## config.mk

```make
export PLATFORM = sky130hd
export DESIGN_NAME = promotable_priority_table_unit
export DESIGN_NICKNAME = d
export VERILOG_FILES = /design/src/design/ppt_pkg.sv /design/src/design/promotable_priority_table_unit.sv
export SDC_FILE = /design/constraint.sdc
export NUM_CORES = 2
export LEC_CHECK = 0
export ABC_AREA = 1
export BUFFER_PORTS_ARGS = -buffer_cell sky130_fd_sc_hd__buf_2
export CORE_MARGIN = 3
export CORE_UTILIZATION = 25
export CTS_CLUSTER_DIAMETER = 150
export DETAILED_ROUTE_END_ITERATION = 8
export PLACE_DENSITY = 0.39
export SYNTH_ARGS = -nofsm -noshare
export SYNTH_HDL_FRONTEND = slang
export SYNTH_SLANG_ARGS = --single-unit
```

## constraint.sdc

```tcl
create_clock -name clk -period 5.75 [get_ports clk]
set_input_delay 0 -clock clk [delete_from_list [all_inputs] [get_ports clk]]
set_output_delay 0 -clock clk [all_outputs]
set_load 0.05 [all_outputs]
```

## src/design/ppt_pkg.sv

```systemverilog
package ppt_pkg;

    localparam int SLOTS         = 16;
    localparam int VALUE_BITS    = 32;
    localparam int PRIORITY_BITS = 16;
    localparam int IDX_BITS      = $clog2(SLOTS);

    localparam logic [2:0] CMD_ADD      = 3'd0;
    localparam logic [2:0] CMD_PROMOTE  = 3'd1;
    localparam logic [2:0] CMD_LOOKUP   = 3'd2;
    localparam logic [2:0] CMD_GET_MAX  = 3'd3;
    localparam logic [2:0] CMD_POP_MAX  = 3'd4;

    localparam logic [1:0] STATUS_OK      = 2'd0;
    localparam logic [1:0] STATUS_FULL    = 2'd1;
    localparam logic [1:0] STATUS_UNKNOWN = 2'd2;
    localparam logic [1:0] STATUS_EMPTY   = 2'd3;

    typedef struct packed {
        logic [2:0]  cmd;
        logic [31:0] entry_id;
        logic [31:0] value_in;
    } req_t;

    typedef struct packed {
        logic [1:0]  status;
        logic [31:0] id_out;
        logic [31:0] value_out;
        logic [15:0] priority_out;
        logic        present;
    } rsp_t;

    typedef struct packed {
        logic [31:0]              id;
        logic [PRIORITY_BITS-1:0] prio;
        logic [VALUE_BITS-1:0]    value;
    } entry_t;

endpackage

```

## src/design/promotable_priority_table_unit.sv

```systemverilog
// Addressable max-priority table with SLOTS entries held in one synchronous RAM plus a row
// of valid flops. One request beat is worked at a time and yields exactly one response beat.
// Add goes from idle straight to the emit state, since the free slot comes from the valid flops
// and the RAM is written directly. Promote and lookup read the RAM one slot per cycle until
// the id matches or the last slot is read; promote writes the raised priority back in
// the cycle of the match. Get-max and pop-max always scan every slot; the single RAM read
// port, one slot per cycle, sets the length of each scan. A new request is taken once the
// previous response has moved into the output register, so a stalled response costs no
// more than one pending result.
module promotable_priority_table_unit (
    input  logic          clk,
    input  logic          rst_n,
    input  logic          req_valid,
    output logic          req_stall,
    input  ppt_pkg::req_t req,
    output logic          rsp_valid,
    input  logic          rsp_stall,
    output ppt_pkg::rsp_t rsp
);
    import ppt_pkg::*;

    typedef enum logic [1:0] {ST_IDLE, ST_SCAN, ST_EMIT} state_t;

    state_t              state_reg, state_next;
    logic [2:0]          cmd_reg, cmd_next;
    logic [31:0]         id_reg, id_next;
    logic [IDX_BITS-1:0] idx_reg, idx_next;
    logic [SLOTS-1:0]    valid_reg, valid_next;
    logic [31:0]         next_id_reg, next_id_next;
    logic                best_found_reg, best_found_next;
    logic [IDX_BITS-1:0] best_idx_reg, best_idx_next;
    entry_t              best_reg, best_next;
    rsp_t                res_reg, res_next;
    rsp_t                rsp_reg, rsp_next;
    logic                rsp_valid_reg, rsp_valid_next;

    entry_t              mem [SLOTS];
    entry_t              rd_data;
    logic [IDX_BITS-1:0] rd_addr;
    logic                mem_we;
    logic [IDX_BITS-1:0] mem_waddr;
    entry_t              mem_wdata;

    logic                free_found;
    logic [IDX_BITS-1:0] free_idx;
    logic                hit;
    logic                last;
    logic                cand_better;
    entry_t              sel;
    logic [IDX_BITS-1:0] sel_idx;
    logic                sel_found;
    logic [PRIORITY_BITS-1:0] prio_inc;

    always_comb
    begin
        free_found = 1'b0;
        free_idx   = '0;
        for (int i = SLOTS - 1; i >= 0; i--)
        begin
            if (!valid_reg[i])
            begin
                free_found = 1'b1;
                free_idx   = IDX_BITS'(i);
            end
        end
    end

    assign last = (idx_reg == IDX_BITS'(SLOTS - 1));
    assign hit  = valid_reg[idx_reg] && (rd_data.id == id_reg);
    assign prio_inc = (rd_data.prio == '1) ? rd_data.prio : rd_data.prio + 1'b1;

    assign cand_better = valid_reg[idx_reg]
                         && (!best_found_reg
                             || (rd_data.prio > best_reg.prio)
                             || ((rd_data.prio == best_reg.prio) && (rd_data.id > best_reg.id)));
    assign sel       = cand_better ? rd_data : best_reg;
    assign sel_idx   = cand_better ? idx_reg : best_idx_reg;
    assign sel_found = best_found_reg || cand_better;

    assign req_stall = (state_reg != ST_IDLE);
    assign rsp_valid = rsp_valid_reg;
    assign rsp       = rsp_reg;

    always_comb
    begin
        state_next      = state_reg;
        cmd_next        = cmd_reg;
        id_next         = id_reg;
        idx_next        = idx_reg;
        valid_next      = valid_reg;
        next_id_next    = next_id_reg;
        best_found_next = best_found_reg;
        best_idx_next   = best_idx_reg;
        best_next       = best_reg;
        res_next        = res_reg;
        rsp_next        = rsp_reg;
        rsp_valid_next  = rsp_valid_reg;
        rd_addr         = idx_reg + 1'b1;
        mem_we          = 1'b0;
        mem_waddr       = idx_reg;
        mem_wdata       = rd_data;

        if (rsp_valid_reg && !rsp_stall)
        begin
            rsp_valid_next = 1'b0;
        end

        unique case (state_reg)
            ST_IDLE:
            begin
                rd_addr = '0;
                if (req_valid)
                begin
                    cmd_next        = req.cmd;
                    id_next         = req.entry_id;
                    idx_next        = '0;
                    best_found_next = 1'b0;
                    res_next        = '0;
                    if (req.cmd == CMD_ADD)
                    begin
                        state_next = ST_EMIT;
                        if (free_found)
                        begin
                            mem_we               = 1'b1;
                            mem_waddr            = free_idx;
                            mem_wdata.id         = next_id_reg;
                            mem_wdata.prio       = '0;
                            mem_wdata.value      = VALUE_BITS'(req.value_in);
                            valid_next[free_idx] = 1'b1;
                            next_id_next         = next_id_reg + 32'd1;
                            res_next.id_out      = next_id_reg;
                        end
                        else
                        begin
                            res_next.status = STATUS_FULL;
                        end
                    end
                    else if (req.cmd == CMD_PROMOTE || req.cmd == CMD_LOOKUP
                             || req.cmd == CMD_GET_MAX || req.cmd == CMD_POP_MAX)
                    begin
                        state_next = ST_SCAN;
                    end
                    else
                    begin
                        state_next = ST_EMIT;
                    end
                end
            end

            ST_SCAN:
            begin
                idx_next = idx_reg + 1'b1;
                if (cmd_reg == CMD_PROMOTE || cmd_reg == CMD_LOOKUP)
                begin
                    res_next.id_out = id_reg;
                    if (hit)
                    begin
                        state_next = ST_EMIT;
                        if (cmd_reg == CMD_PROMOTE)
                        begin
                            mem_we                = 1'b1;
                            mem_waddr             = idx_reg;
                            mem_wdata.prio        = prio_inc;
                            res_next.priority_out = 16'(prio_inc);
                        end
                        else
                        begin
                            res_next.present      = 1'b1;
                            res_next.value_out    = 32'(rd_data.value);
                            res_next.priority_out = 16'(rd_data.prio);
                        end
                    end
                    else if (last)
                    begin
                        state_next      = ST_EMIT;
                        res_next.status = STATUS_UNKNOWN;
                    end
                end
                else
                begin
                    best_found_next = sel_found;
                    best_idx_next   = sel_idx;
                    best_next       = sel;
                    if (last)
                    begin
                        state_next = ST_EMIT;
                        if (sel_found)
                        begin
                            res_next.id_out       = sel.id;
                            res_next.value_out    = 32'(sel.value);
                            res_next.priority_out = 16'(sel.prio);
                            if (cmd_reg == CMD_POP_MAX)
                            begin
                                valid_next[sel_idx] = 1'b0;
                            end
                        end
                        else
                        begin
                            res_next.status = STATUS_EMPTY;
                        end
                    end
                end
            end

            ST_EMIT:
            begin
                if (!rsp_valid_reg || !rsp_stall)
                begin
                    rsp_next       = res_reg;
                    rsp_valid_next = 1'b1;
                    state_next     = ST_IDLE;
                end
            end

            default:
            begin
                state_next = ST_IDLE;
            end
        endcase
    end

    always_ff @(posedge clk or negedge rst_n)
    begin
        if (!rst_n)
        begin
            state_reg      <= ST_IDLE;
            valid_reg      <= '0;
            next_id_reg    <= '0;
            best_found_reg <= 1'b0;
            rsp_valid_reg  <= 1'b0;
        end
        else
        begin
            state_reg      <= state_next;
            valid_reg      <= valid_next;
            next_id_reg    <= next_id_next;
            best_found_reg <= best_found_next;
            rsp_valid_reg  <= rsp_valid_next;
        end
    end

    always_ff @(posedge clk)
    begin
        cmd_reg      <= cmd_next;
        id_reg       <= id_next;
        idx_reg      <= idx_next;
        best_idx_reg <= best_idx_next;
        best_reg     <= best_next;
        res_reg      <= res_next;
        rsp_reg      <= rsp_next;
    end

    always_ff @(posedge clk)
    begin
        if (mem_we)
        begin
            mem[mem_waddr] <= mem_wdata;
        end
        rd_data <= mem[rd_addr];
    end

endmodule
```

==> impl_metrics.toml <==
[detailed_routing]
via_per_inst = 4.60
drtIter0Drc = 3549
vias = 43900
drt-pass1-iter-count = 5
routed_wl_mm = 210
drc = 0
wire_per_inst_um = 22.0
ant_nets = 0

[pwr]
seq_power_share = 0.383
comb_power_share = 0.359
swShare = 0.396
p_sw_mw = 18.2
cellInternalPower_mw = 27.7
p_clk_frac = 0.258
p_total_mw = 45.9
irDropWorstVdd_uv = 579
power_density_nw_per_um2 = 563
p_leak_nw = 28.0

[die]
dieArea_um2 = 281000
rows = 191
start_util = 0.252
ioPinCount = 156
core_area_um2 = 272000
die_y_um = 530
die_width_um = 530

[timing]
fmax_mhz = 233
final.period_utilization = 0.747
final-setup-viol-count = 0
rsz0062_at_grt = "false"
fin_tns_setup_ns = 0
finClkSkew_ns = 0.0587
relSlewSlack = 0.203
min_period_ns = 4.30
tightest_slew_ns = 1.19
slew_viol_final = 0
hold_slack_ns = 0.124
setup_ws_ns = 1.45
hold_viol = 0

[place]
dp.cells = 9087
placed_cell_area_um2 = 74600
place_congestion = 0.813
io_buffers = 155
pre_cts_slack_ns = 1.38
dp_hpwl_mm = 117

[synthesis]
yosys-top-cells-area = "edfxtp_1, nor2_1, o21ai_0"
synth-edff-count = 1569
syn-num-nets = 5657
syn_area_um2 = 68700
yosysTopAreaCell = "edfxtp_1"
syn_inst = 5535
synthArstFlopShare = 0.0306
syn_area_per_cell_um2 = 12.4
synth_top_cell_area_share = 0.686
synth_warnings = 0
seq_area_frac_synth = 0.729
synth_flop_cell = "edfxtp_1"
synth_cell_type_count = 47
ys_ff_latch = 1701

[worst_setup_path]
timing.critical_path.mode_cell = "nand2_1"
crit_required_ns = 6.24
worstPathArrival_ns = 4.78
startpoint_type = "flip-flop"
path_cells = "xor2_1, nor4_1, nand4_1, nor2_1, nand2_1, inv_1, buf_4, nand2_1, nand2_1, nand3_1, nor2_4, buf_4"
max_stage_delay_ns = 0.72
crit_path_max_fanout = 25
path_class = "flip-flop to flip-flop"
critPathCaptureType = "flip-flop"
critPathSlowestCell = "nor2_4"

[clock_network]
cts.sinks = 1701
h-tree-depth = 4
cts_tree = "done"
cts.clk_slew.worst_paths_ns = 0.06
numCtsBuffers = 192
cts_resized = 0
clockBufferDepth = 4
cts-root-buf = "clkbuf_16"
clkLatencyLatePin_ns = 0.84

[outcome]
status = "completed"

[flow_run]
max_cap_viol_count = 0

[grt]
grt-ovfl-total = 0
grt_max_degree = 144
antenna_found_initial = 11
grt_usage = 0.146
grt_pass1_vias = 43400
grt_first_pass_wirelength_mm = 309

[finish]
largest_reg_flops = 1280
syn2layout_area_growth_pct = 18.9
final_util = 0.300
final_cell_mix = "edfxtp_1, nor2_1, nand2_1"
post-route-cell-area_um2 = 81700
layout_commonest_cell = "edfxtp_1"
nets = 5939
finish.cell_count_without_fillers = 9542
drive_gt1_frac = 0.108

[min_path]
hold_path.class = "primary input to flip-flop"
cell type report:
| type | instances | area [um^2] |
|---|---|---|
| Tap cell | 3570 | 4470 |
| Clock inverter | 70 | 524 |
| Clock buffer | 275 | 5430 |
| Timing Repair Buffer | 414 | 3520 |
| Antenna cell | 4 | 10.0 |
| Multi-Input combinational cell | 3200 | 16500 |
| Sequential cell | 1701 | 50000 |
| Fill cell | 27600 | 190000 |
| Inverter | 308 | 1190 |
worst max-delay path: cells and delay by family (launching register included):
family	cells	cell delay, ns
simple gates	8	2.61
buf+inv	3	0.74
flops	1	0.41
xor+xnor	1	0.18
path summary, 6_finish.rpt:
check | from | to | slack (ns) | depth (start not counted)
setup / recovery | id_reg[27] | mem[13][75] | 1.45 | 12
hold / removal | req[0] | mem[5][0] | 0.12 | 3
setup reg to reg | id_reg[27] | mem[13][75] | 1.45 | 12
hold reg to reg | res_reg[48] | rsp[48] | 0.40 | 0
max in group asynchronous | rst_n | valid_reg[8] | 4.78 | 4
min in group asynchronous | rst_n | next_id_reg[6] | 0.43 | 4
synth_stat cells, types with 2 or more instances:
cell      number
nand4_1       27
nor4_1         9
nor2_4         6
clkbuf_1     241
inv_1        303
dfrtp_1       52
nor2_1      1320
ha_1          51
a31oi_1        5
nor3_1        22
inv_2          4
nand3_2        2
xnor2_1       15
dfxtp_1       80
o21a_1         2
nand3_1      148
buf_4          5
o32ai_1       68
o21ai_0      467
o21ai_1        4
o311ai_0     252
nand2_2        5
edfxtp_1    1569
o21bai_1       4
buf_1         14
nor2_2         7
a21oi_1       40
nand2_1      488
buf_2         65
o211ai_1     100
xor2_1        61
o22ai_1       84
kinds of logic (layout without fill, tap and decap cells):
group,count (synthesis),after routing,synth area share
other,0,4,0
multiplexers,1,1,0.000146
AO/OA/AOI/OAI,1032,1032,0.0984
flip-flops,1701,1701,0.729
adder cells (fa/ha/maj),51,51,0.00929
AND/OR/NAND/NOR,2040,2040,0.118
buffers and inverters,634,1067,0.0362
XOR/XNOR,76,76,0.00969
metal layers:
metal	GRT usage	wire length (um)	vias up
met5	0	0	-
met2	0.214	88400	981
met3	0.0186	9180	235
met1	0.228	109000	22100
met4	0.0293	3480	0
li1	-	-	20600
what timing repair did:
item | CTS | global route
hold buffers | 106 | 0
hold endpoints to repair | 670 | 0
buffers inserted | 0 | 0
power by group through the flow:
stage	Combinational, mW	Clock, mW	Sequential [mW]
global placement	16.7	0	17.8
finish	16.5	11.8	17.6
detailed placement	16.7	0	17.8
floorplan	9.28	0	18.1
CTS	16.8	12.3	17.6
global route	18.4	12.7	17.8
Note: power is estimated with default switching activity, not from simulation.
